[config.mk]
export PLATFORM = sky130hd
export DESIGN_NAME = rotating_free_server_allocator_core
export DESIGN_NICKNAME = d
export VERILOG_FILES = /design/src/rtl/core/rfsa_pkg.sv /design/src/rtl/core/rotating_free_server_allocator_core.sv /design/src/rtl/core/rfsa_ram.sv
export SDC_FILE = /design/constraint.sdc
export NUM_CORES = 1
export LEC_CHECK = 0
export ABC_AREA = 1
export BUFFER_PORTS_ARGS = -buffer_cell sky130_fd_sc_hd__buf_2
export CORE_MARGIN = 3
export CORE_UTILIZATION = 60
export DETAILED_ROUTE_END_ITERATION = 7
export GPL_ROUTABILITY_DRIVEN = 0
export PLACE_DENSITY = 0.77
export SLEW_MARGIN = 20
export SYNTH_ARGS = -nofsm -noshare
export SYNTH_HDL_FRONTEND = slang
export SYNTH_SLANG_ARGS = --single-unit
[constraint.sdc]
create_clock -name clk_i -period 15.1 [get_ports clk_i]
set_input_delay 0.755 -clock clk_i [delete_from_list [all_inputs] [get_ports clk_i]]
set_output_delay 0.755 -clock clk_i [all_outputs]
set_load 0.02 [all_outputs]
[src/rtl/core/rfsa_pkg.sv]
// ----------------------------------------------------------------------------
// rfsa_pkg
// Shared types and constants of the rotating free-server allocator.
// ----------------------------------------------------------------------------
package rfsa_pkg;

  // Built server count used as the default of the top-level parameter.
  localparam int unsigned SERVERS_DEF = 16;

  // Largest number of results that one report produces.
  localparam int unsigned MAX_RESULTS = 16;
  localparam int unsigned RES_CNT_W   = $clog2(MAX_RESULTS + 1);

  // Field widths.
  localparam int unsigned CFG_W       = 5;
  localparam int unsigned TIME_W      = 31;
  localparam int unsigned TOTAL_W     = 32;
  localparam int unsigned IDX_OUT_W   = 4;
  localparam int unsigned IN_DATA_W   = 64;
  localparam int unsigned OUT_DATA_W  = 40;

  // Reset value of the server count register.
  localparam logic [CFG_W-1:0] CFG_RESET = 5'd16;

  // Command codes carried in the input tuser.
  localparam logic CMD_REQUEST = 1'b0;
  localparam logic CMD_REPORT  = 1'b1;

  // One stored server entry.
  typedef struct packed {
    logic [TOTAL_W-1:0] busy;
    logic [TOTAL_W-1:0] total;
  } entry_t;

  // Sequencer states, one-hot.
  typedef enum logic [5:0] {
    ST_IDLE  = 6'b000001,
    ST_NORM  = 6'b000010,
    ST_RD    = 6'b000100,
    ST_EVAL  = 6'b001000,
    ST_GRANT = 6'b010000,
    ST_DROP  = 6'b100000
  } state_e;

endpackage

[src/rtl/core/rotating_free_server_allocator_core.sv]
// ----------------------------------------------------------------------------
// rotating_free_server_allocator_core
// Assigns timed jobs to the first free server in rotating order and reports
// the busiest servers on request.
// ----------------------------------------------------------------------------
// Usage:
// Items enter on the s_axis channel: tuser selects a job request or a report,
// tdata carries the arrival time and the load duration. Results leave on the
// m_axis channel with tlast on the final result of each item. The server
// count is to be written on the cfg channel only while the block is idle;
// the block itself does not enforce this. Server state lives in one memory
// of SERVERS entries, read one entry at a time: each entry is read (RD) and
// then evaluated (EVAL). A request scans from the start pointer until it
// finds a free server, or is dropped once it has seen every active one; after
// a shrunk server count the start pointer is first brought below the count
// by repeated subtraction. A report scans twice, and output stalls hold it.
// Input is taken in the idle state, also while the last result still waits
// in the output register.
// At reset every entry reads as zero through per-entry valid bits, so no
// clearing pass is needed. When the receiver stalls, the result is held in
// the output register and the sequencer waits before emitting the next.
// ----------------------------------------------------------------------------
module rotating_free_server_allocator_core #(
  parameter int unsigned SERVERS = rfsa_pkg::SERVERS_DEF
) (
  input  logic                             clk_i,
  input  logic                             rst_ni,
  // Configuration: server count.
  input  logic                             cfg_valid_i,
  output logic                             cfg_ready_o,
  input  logic [rfsa_pkg::CFG_W-1:0]       cfg_data_i,
  // Input items.
  input  logic                             s_axis_tvalid_i,
  output logic                             s_axis_tready_o,
  input  logic [rfsa_pkg::IN_DATA_W-1:0]   s_axis_tdata_i,  // arrival_time, load_duration
  input  logic                             s_axis_tuser_i,  // command
  // Result items.
  output logic                             m_axis_tvalid_o,
  input  logic                             m_axis_tready_i,
  output logic [rfsa_pkg::OUT_DATA_W-1:0]  m_axis_tdata_o,  // server_index, served_total
  output logic                             m_axis_tuser_o,  // accepted
  output logic                             m_axis_tlast_o
);

  localparam int unsigned IDXW = (SERVERS > 1) ? $clog2(SERVERS) : 1;
  localparam int unsigned CNTW = $clog2(SERVERS + 1);
  localparam int unsigned EW   = $bits(rfsa_pkg::entry_t);
  localparam int unsigned TW   = rfsa_pkg::TOTAL_W;

  rfsa_pkg::state_e state_q, state_d;

  logic                          cmd_q, cmd_d;
  logic [rfsa_pkg::TIME_W-1:0]   time_q, time_d;
  logic [rfsa_pkg::TIME_W-1:0]   load_q, load_d;
  logic [IDXW-1:0]               ptr_q, ptr_d;
  logic [IDXW-1:0]               idx_q, idx_d;
  logic [IDXW-1:0]               k_q, k_d;
  logic                          pass_q, pass_d;
  logic [TW-1:0]                 top_q, top_d;
  logic [CNTW-1:0]               match_q, match_d;
  logic [rfsa_pkg::RES_CNT_W-1:0] sent_q, sent_d;
  logic [TW-1:0]                 total_q, total_d;
  logic [SERVERS-1:0]            valid_q, valid_d;
  logic [rfsa_pkg::CFG_W-1:0]    cfg_q, cfg_d;

  logic                          out_valid_q, out_valid_d;
  logic                          out_acc_q, out_acc_d;
  logic [IDXW-1:0]               out_idx_q, out_idx_d;
  logic [TW-1:0]                 out_total_q, out_total_d;
  logic                          out_last_q, out_last_d;

  logic                          ram_we, ram_re;
  logic [EW-1:0]                 ram_wdata, ram_rdata;
  rfsa_pkg::entry_t              ent, wr_ent;

  logic [31:0]                   act_full;
  logic [CNTW-1:0]               cnt;
  logic                          out_free;
  logic                          last_k, last_idx, last_ptr;
  logic [IDXW-1:0]               idx_next, ptr_next;
  logic [TW-1:0]                 total_inc;
  logic [rfsa_pkg::RES_CNT_W-1:0] lim;
  logic                          s_xfer;

  // Active server count: zero counts as one, large values are limited.
  always_comb begin
    act_full = 32'(cfg_q);
    if (act_full == 32'd0) begin
      act_full = 32'd1;
    end else if (act_full > 32'(SERVERS)) begin
      act_full = 32'(SERVERS);
    end
  end
  assign cnt = CNTW'(act_full);

  // Helpers for wrapping the search index and the start pointer.
  assign last_k   = (32'(k_q) == 32'(cnt) - 32'd1);
  assign last_idx = (32'(idx_q) == 32'(cnt) - 32'd1);
  assign last_ptr = (32'(ptr_q) == 32'(cnt) - 32'd1);
  assign idx_next = last_idx ? '0 : idx_q + 1'b1;
  assign ptr_next = last_ptr ? '0 : ptr_q + 1'b1;

  // Entry as seen by the logic: entries never written read as zero.
  assign ent       = valid_q[idx_q] ? rfsa_pkg::entry_t'(ram_rdata) : '0;
  assign total_inc = (ent.total == '1) ? ent.total : ent.total + 1'b1;

  // Number of results that the report will emit.
  assign lim = (32'(match_q) > 32'(rfsa_pkg::MAX_RESULTS)) ?
               rfsa_pkg::RES_CNT_W'(rfsa_pkg::MAX_RESULTS) :
               rfsa_pkg::RES_CNT_W'(match_q);

  assign out_free = !out_valid_q || m_axis_tready_i;
  assign s_xfer   = s_axis_tvalid_i && s_axis_tready_o;

  // Data written back for a granted request.
  always_comb begin
    wr_ent.busy  = {1'b0, time_q} + {1'b0, load_q};
    wr_ent.total = total_q;
  end
  assign ram_wdata = EW'(wr_ent);

  // Sequencer: search, write back and report scans.
  always_comb begin
    state_d     = state_q;
    cmd_d       = cmd_q;
    time_d      = time_q;
    load_d      = load_q;
    ptr_d       = ptr_q;
    idx_d       = idx_q;
    k_d         = k_q;
    pass_d      = pass_q;
    top_d       = top_q;
    match_d     = match_q;
    sent_d      = sent_q;
    total_d     = total_q;
    valid_d     = valid_q;
    ram_we      = 1'b0;
    ram_re      = 1'b0;
    out_valid_d = out_valid_q && !m_axis_tready_i;
    out_acc_d   = out_acc_q;
    out_idx_d   = out_idx_q;
    out_total_d = out_total_q;
    out_last_d  = out_last_q;

    case (state_q)
      rfsa_pkg::ST_IDLE: begin
        if (s_xfer) begin
          cmd_d   = s_axis_tuser_i;
          time_d  = s_axis_tdata_i[rfsa_pkg::TIME_W-1:0];
          load_d  = s_axis_tdata_i[2*rfsa_pkg::TIME_W-1:rfsa_pkg::TIME_W];
          state_d = rfsa_pkg::ST_NORM;
        end
      end

      // A request first brings the start pointer below the active count; a
      // report leaves the pointer as it is. Then a scan starts.
      rfsa_pkg::ST_NORM: begin
        if ((cmd_q == rfsa_pkg::CMD_REQUEST) && (32'(ptr_q) >= 32'(cnt))) begin
          ptr_d = IDXW'(32'(ptr_q) - 32'(cnt));
        end else begin
          idx_d   = (cmd_q == rfsa_pkg::CMD_REPORT) ? '0 : ptr_q;
          k_d     = '0;
          pass_d  = 1'b0;
          top_d   = '0;
          match_d = '0;
          sent_d  = '0;
          state_d = rfsa_pkg::ST_RD;
        end
      end

      rfsa_pkg::ST_RD: begin
        ram_re  = 1'b1;
        state_d = rfsa_pkg::ST_EVAL;
      end

      rfsa_pkg::ST_EVAL: begin
        if (cmd_q == rfsa_pkg::CMD_REQUEST) begin
          // First free server in rotating order.
          if (ent.busy <= {1'b0, time_q}) begin
            total_d = total_inc;
            state_d = rfsa_pkg::ST_GRANT;
          end else if (last_k) begin
            state_d = rfsa_pkg::ST_DROP;
          end else begin
            idx_d   = idx_next;
            k_d     = k_q + 1'b1;
            state_d = rfsa_pkg::ST_RD;
          end
        end else if (!pass_q) begin
          // First report pass: highest count and how many servers hold it.
          if (ent.total > top_q) begin
            top_d   = ent.total;
            match_d = CNTW'(1);
          end else if (ent.total == top_q) begin
            match_d = match_q + 1'b1;
          end
          if (last_k) begin
            pass_d = 1'b1;
            idx_d  = '0;
            k_d    = '0;
          end else begin
            idx_d = idx_next;
            k_d   = k_q + 1'b1;
          end
          state_d = rfsa_pkg::ST_RD;
        end else begin
          // Second report pass: emit every server holding the highest count, up to MAX_RESULTS.
          if (ent.total == top_q) begin
            if (out_free) begin
              out_valid_d = 1'b1;
              out_acc_d   = 1'b1;
              out_idx_d   = idx_q;
              out_total_d = ent.total;
              out_last_d  = (sent_q + 1'b1 == lim);
              sent_d      = sent_q + 1'b1;
              if ((sent_q + 1'b1 == lim) || last_k) begin
                state_d = rfsa_pkg::ST_IDLE;
              end else begin
                idx_d   = idx_next;
                k_d     = k_q + 1'b1;
                state_d = rfsa_pkg::ST_RD;
              end
            end
          end else if (last_k) begin
            state_d = rfsa_pkg::ST_IDLE;
          end else begin
            idx_d   = idx_next;
            k_d     = k_q + 1'b1;
            state_d = rfsa_pkg::ST_RD;
          end
        end
      end

      rfsa_pkg::ST_GRANT: begin
        if (out_free) begin
          ram_we         = 1'b1;
          valid_d[idx_q] = 1'b1;
          out_valid_d    = 1'b1;
          out_acc_d      = 1'b1;
          out_idx_d      = idx_q;
          out_total_d    = total_q;
          out_last_d     = 1'b1;
          ptr_d          = ptr_next;
          state_d        = rfsa_pkg::ST_IDLE;
        end
      end

      rfsa_pkg::ST_DROP: begin
        if (out_free) begin
          out_valid_d = 1'b1;
          out_acc_d   = 1'b0;
          out_idx_d   = '0;
          out_total_d = '0;
          out_last_d  = 1'b1;
          ptr_d       = ptr_next;
          state_d     = rfsa_pkg::ST_IDLE;
        end
      end

      default: begin
        state_d = rfsa_pkg::ST_IDLE;
      end
    endcase
  end

  // Server count register.
  always_comb begin
    cfg_d = cfg_q;
    if (cfg_valid_i) begin
      cfg_d = cfg_data_i;
    end
  end

  // Control registers.
  always_ff @(posedge clk_i or negedge rst_ni) begin
    if (!rst_ni) begin
      state_q     <= rfsa_pkg::ST_IDLE;
      ptr_q       <= '0;
      valid_q     <= '0;
      cfg_q       <= rfsa_pkg::CFG_RESET;
      out_valid_q <= 1'b0;
    end else begin
      state_q     <= state_d;
      ptr_q       <= ptr_d;
      valid_q     <= valid_d;
      cfg_q       <= cfg_d;
      out_valid_q <= out_valid_d;
    end
  end

  // Working and payload registers.
  always_ff @(posedge clk_i) begin
    cmd_q       <= cmd_d;
    time_q      <= time_d;
    load_q      <= load_d;
    idx_q       <= idx_d;
    k_q         <= k_d;
    pass_q      <= pass_d;
    top_q       <= top_d;
    match_q     <= match_d;
    sent_q      <= sent_d;
    total_q     <= total_d;
    out_acc_q   <= out_acc_d;
    out_idx_q   <= out_idx_d;
    out_total_q <= out_total_d;
    out_last_q  <= out_last_d;
  end

  // Server state memory: busy-until time and served count per entry.
  rfsa_ram #(
    .WIDTH (EW),
    .DEPTH (SERVERS)
  ) u_ram (
    .clk_i   (clk_i),
    .we_i    (ram_we),
    .waddr_i (idx_q),
    .wdata_i (ram_wdata),
    .re_i    (ram_re),
    .raddr_i (idx_q),
    .rdata_o (ram_rdata)
  );

  // Ports.
  assign cfg_ready_o     = 1'b1;
  assign s_axis_tready_o = (state_q == rfsa_pkg::ST_IDLE);
  assign m_axis_tvalid_o = out_valid_q;
  assign m_axis_tuser_o  = out_acc_q;
  assign m_axis_tlast_o  = out_last_q;
  assign m_axis_tdata_o  = {{(rfsa_pkg::OUT_DATA_W - TW - rfsa_pkg::IDX_OUT_W){1'b0}},
                            out_total_q, rfsa_pkg::IDX_OUT_W'(out_idx_q)};

endmodule

[src/rtl/core/rfsa_ram.sv]
// ----------------------------------------------------------------------------
// rfsa_ram
// Generic single-write, single-read memory with a registered read port.
// ----------------------------------------------------------------------------
module rfsa_ram #(
  parameter int unsigned WIDTH = 64,
  parameter int unsigned DEPTH = 16
) (
  input  logic                                  clk_i,
  input  logic                                  we_i,
  input  logic [(DEPTH > 1 ? $clog2(DEPTH) : 1)-1:0] waddr_i,
  input  logic [WIDTH-1:0]                      wdata_i,
  input  logic                                  re_i,
  input  logic [(DEPTH > 1 ? $clog2(DEPTH) : 1)-1:0] raddr_i,
  output logic [WIDTH-1:0]                      rdata_o
);

  logic [WIDTH-1:0] mem_q [DEPTH];
  logic [WIDTH-1:0] rdata_q;

  // Write port.
  always_ff @(posedge clk_i) begin
    if (we_i) begin
      mem_q[waddr_i] <= wdata_i;
    end
  end

  // Registered read port; the data holds while no read is issued.
  always_ff @(posedge clk_i) begin
    if (re_i) begin
      rdata_q <= mem_q[raddr_i];
    end
  end

  assign rdata_o = rdata_q;

endmodule

==> reports/qor.csv <==
stage;metric;value;unit
setup_path;path_cells;buf_4 > buf_12 > nand2_1 > nand3_1 > nand2_1 > nand2_2 > nand2_4 > nor2_8 > buf_4 > nor2_1 > ha_1 > nand2_1 > nor2_1 > nand4_1 > nor3_1 > nand2_1 > inv_1 > a21oi_1 > nor3b_1;
timing;max_freq;0.1467;GHz
grt;grt_pass1_vias;34810;
timing;setup_violations;0;
final_layout;area_delta_synth_final;11.04;%
pwr;seqPwrFrac;46.2;%
detailed_routing;vias_per_cell;6.260;
clock_tree;path_clk_slew;60;ps
grt;grt_max_degree;251;
synthesis;synthFlopType;edfxtp_1;
timing;hold_viol;0;
setup_path;critPathMaxFanout;250;
detailed_routing;wl_per_cell;23.20;um
floorplan;core_area;90290;um2
setup_path;r2r-start;idx_q[0]$_DFFE_PP_;
grt;antenna_found_initial;1;
detailed_routing;drc;0;
floorplan;ios;120;
synthesis;async_reset_ff_share;2.454;%
detailed_routing;vias;36450;
clock_tree;clockBufferDepth;3;
placed_design;dp_hpwl;70760;um
detailed_routing;firstDrtPassIters;6;
synthesis;synth-seq-cells;1304;
floorplan;die_area;94930;um2
synthesis;synth.area.top_cells;edfxtp_1 70%, o21ai_0 5.6%, nor2_1 4.8%;
synthesis;syn_avg_cell_area;12.25;um2
pwr;combPwrFrac;22.4;%
pwr;vdd_drop_max;0.1792;mV
setup_path;r2r_slack;8280;ps
setup_path;crit_cells;19;
setup_path;setup.worst_path.end_class;flop;
grt;grt_pass1_wl;201300;um
clock_tree;post-cts-setup-buffer-count;0;
synthesis;synth_top_area_share;69.75;%
synthesis;yosysTopAreaCell;edfxtp_1;
final_layout;nFillCells;6132;
grt;grt-ovfl-total;0;
clock_tree;clock_latency;730;ps
timing;maxSlewViolCount;0;
setup_path;crit_path_start;idx_q[0]$_DFFE_PP_;
detailed_routing;postRouteAntennaNets;0;
final_layout;nets;4732;
timing;post-route-min-period;6818;ps
run;drv_cap;0;
setup_path;critPathRequiredTime;15450;ps
floorplan;start_util;60.65;%
pwr;power.leakage;0.02131;uW
synthesis;synth_area;54760;um2
setup_path;max_stage_delay;860;ps
setup_path;slowest_stage;nor3b_1;
pwr;power_frac_clock;31.4;%
setup_path;r2r_end;out_idx_q[3]$_SDFFCE_PP0P_;
timing;hold_slack;127.6;ps
timing;finalCritPeriodShare;45.15;%
clock_tree;tritoncts;done;
clock_tree;numCtsBuffers;133;
setup_path;crit_type;flop to flop;
timing;skew;26.41;ps
final_layout;layout-drive-gt1-share;10.27;%
setup_path;crit_buf_inv;4;
clock_tree;ctsHoldBuffers;0;
grt;grtUsageTotal;28.11;%
setup_path;crit_path_frequent_cell;nand2_1;
detailed_routing;dr.first_iter.drc_count;4911;
clock_tree;cts-htree-levels;4;
synthesis;ys_seq_area_share;71.22;%
min_path;hold_path.class;primary input to asynchronous set/reset pin;
synthesis;netlist_instances;4470;
clock_tree;cts-resized-gates;0;
floorplan;die_height;308.1;um
synthesis;ys_warn_count;0;
timing;relSlewSlack;22.67;%
pwr;power.switching;3053;uW
synthesis;netlist_top_cells_count;1272 x edfxtp_1, 697 x nor2_1, 615 x o21ai_0, 507 x nand2_1, 258 x inv_1;
setup_path;r2r_cells;19;
timing;worst_pin_slew;1156;ps
floorplan;num_rows;110;
floorplan;dieWidth;308.1;um
placed_design;dpl-instance-area;56510;um2
timing;rsz0062_at_grt;false;
status;status;complete, no violations;
pwr;netSwitchingFraction;30.42;%
clock_tree;cts_root_buffer;clkbuf_16;
placed_design;numPortBuffers;112;
detailed_routing;totalWireLength;135100;um
setup_path;endpoint;out_idx_q[3]$_SDFFCE_PP0P_;
setup_path;cp.arrival;7170;ps
pwr;powerDensity;165.1;nW/um2
setup_path;crit_path_start_kind;flop;
pwr;intPower;6983;uW
synthesis;synth.most_common_cell;edfxtp_1;
final_layout;fin_area;60800;um2
synthesis;synth-edff-count;1272;
setup_path;cp_top_family;simple AND/OR/NAND/NOR gates;
synthesis;yosysUniqueCellTypes;62;
timing;tns;0;ps
clock_tree;cts_sinks;1304;
-- power by group through the flow --
stage	clock network, uW	registers (uW)	logic [uW]
finish	3160	4630	2250
global route	3320	4640	2450
CTS	3180	4640	2170
detailed placement	0	4710	2140
global placement	0	4700	2070
floorplan	0	4680	1480
-- state kept, by name (all words and copies together) (netlist names) --
name,count
out_total_q,32
top_q,32
state_q,6
k_q,4
pass_q,1
out_idx_q,4
sent_q,5
u_ram.rdata_o,64
total_q,32
m_axis_tlast_o,1
cfg_q,5
ptr_q,4
load_q,31
match_q,5
m_axis_tuser_o,1
idx_q,4
u_ram.mem_q,1024
m_axis_tvalid_o,1
cmd_q,1
valid_q,16
time_q,31
-- layer usage --
metal / up-vias / global-route usage (%) / wire length (um)
li1: 16290 / - / -
met1: 17590 / 38.63 / 51860
met2: 2235 / 44.86 / 63570
met3: 332 / 5.335 / 15100
met4: 0 / 11.29 / 4559
met5: - / 0 / 0
-- placed cells by master, fill, tap and decap left out, drive strengths merged, types with 3 or more instances in the layout --
| cell type | instances |
|---|---|
| o211ai | 6 |
| nor3 | 24 |
| ha | 110 |
| nor2 | 721 |
| conb | 5 |
| clkinvlp | 3 |
| clkinv | 40 |
| buf | 170 |
| inv | 279 |
| xor2 | 37 |
| clkbuf | 177 |
| nand3 | 93 |
| nand3b | 3 |
| o21ai | 621 |
| xnor2 | 17 |
| nand2 | 518 |
| dfrtp | 30 |
| nand4 | 97 |
| a21boi | 4 |
| a31oi | 9 |
| edfxtp | 1272 |
| o21bai | 3 |
| a211oi | 4 |
| a21oi | 91 |
| o22ai | 257 |
| bufinv | 7 |
| or2 | 11 |
| nor4 | 10 |
-- stage by stage --
| step | setup slack [ps] | cells | util, % | total power, uW |
|---|---|---|---|---|
| final | 8282 | 5822 | 67.34 | 10040 |
| after global routing | 7874 | 5820 | 67.34 | 10420 |
| after CTS | 8235 | 5820 | 67.21 | 9980 |
| after detailed placement | 8254 | 5586 | 62.59 | 6852 |
| after global placement | 8392 | 5586 | 62.58 | 6774 |
| after floorplan | 9593 | 4473 | - | 6170 |
-- worst min path at each step --
stage	cells past startpoint	to	slack (ps)	startpoint
final	1	valid_q[15]$_DFFE_PN0P_	130	rst_ni
after global placement	2	valid_q[13]$_DFFE_PN0P_	440	valid_q[13]$_DFFE_PN0P_
after detailed placement	2	valid_q[2]$_DFFE_PN0P_	450	valid_q[2]$_DFFE_PN0P_
after global routing	1	state_q[2]$_DFFE_PN0P_	150	rst_ni
after floorplan	2	valid_q[0]$_DFFE_PN0P_	430	valid_q[0]$_DFFE_PN0P_
after CTS	1	valid_q[15]$_DFFE_PN0P_	120	rst_ni
-- layout make-up --
class	count	area [um2]	area share [%]
flip-flops and latches	1304	39000	64.14
repair buffers	170	1021	1.679
clock inverters	57	516.7	0.8499
diodes	2	5.005	0.008231
clock buffers	177	3652	6.007
inverters	272	1046	1.720
well taps	1176	1471	2.420
multi-input cells	2664	14090	23.17
-- cells by family (layout without fill, tap and decap cells) --
logic type      Yosys count  count (layout)  synth area share (%)
simple gates           1481            1481                 11.66
flops                  1304            1304                 71.22
compound gates         1011            1011                 10.02
buf+inv                 505             676                 3.617
fa+ha+maj               112             112                 2.586
xor+xnor                 54              54                0.8637
other cells               2               7               0.01371
mux                       1               1               0.02056
Note: power is estimated with default switching activity, not from simulation.
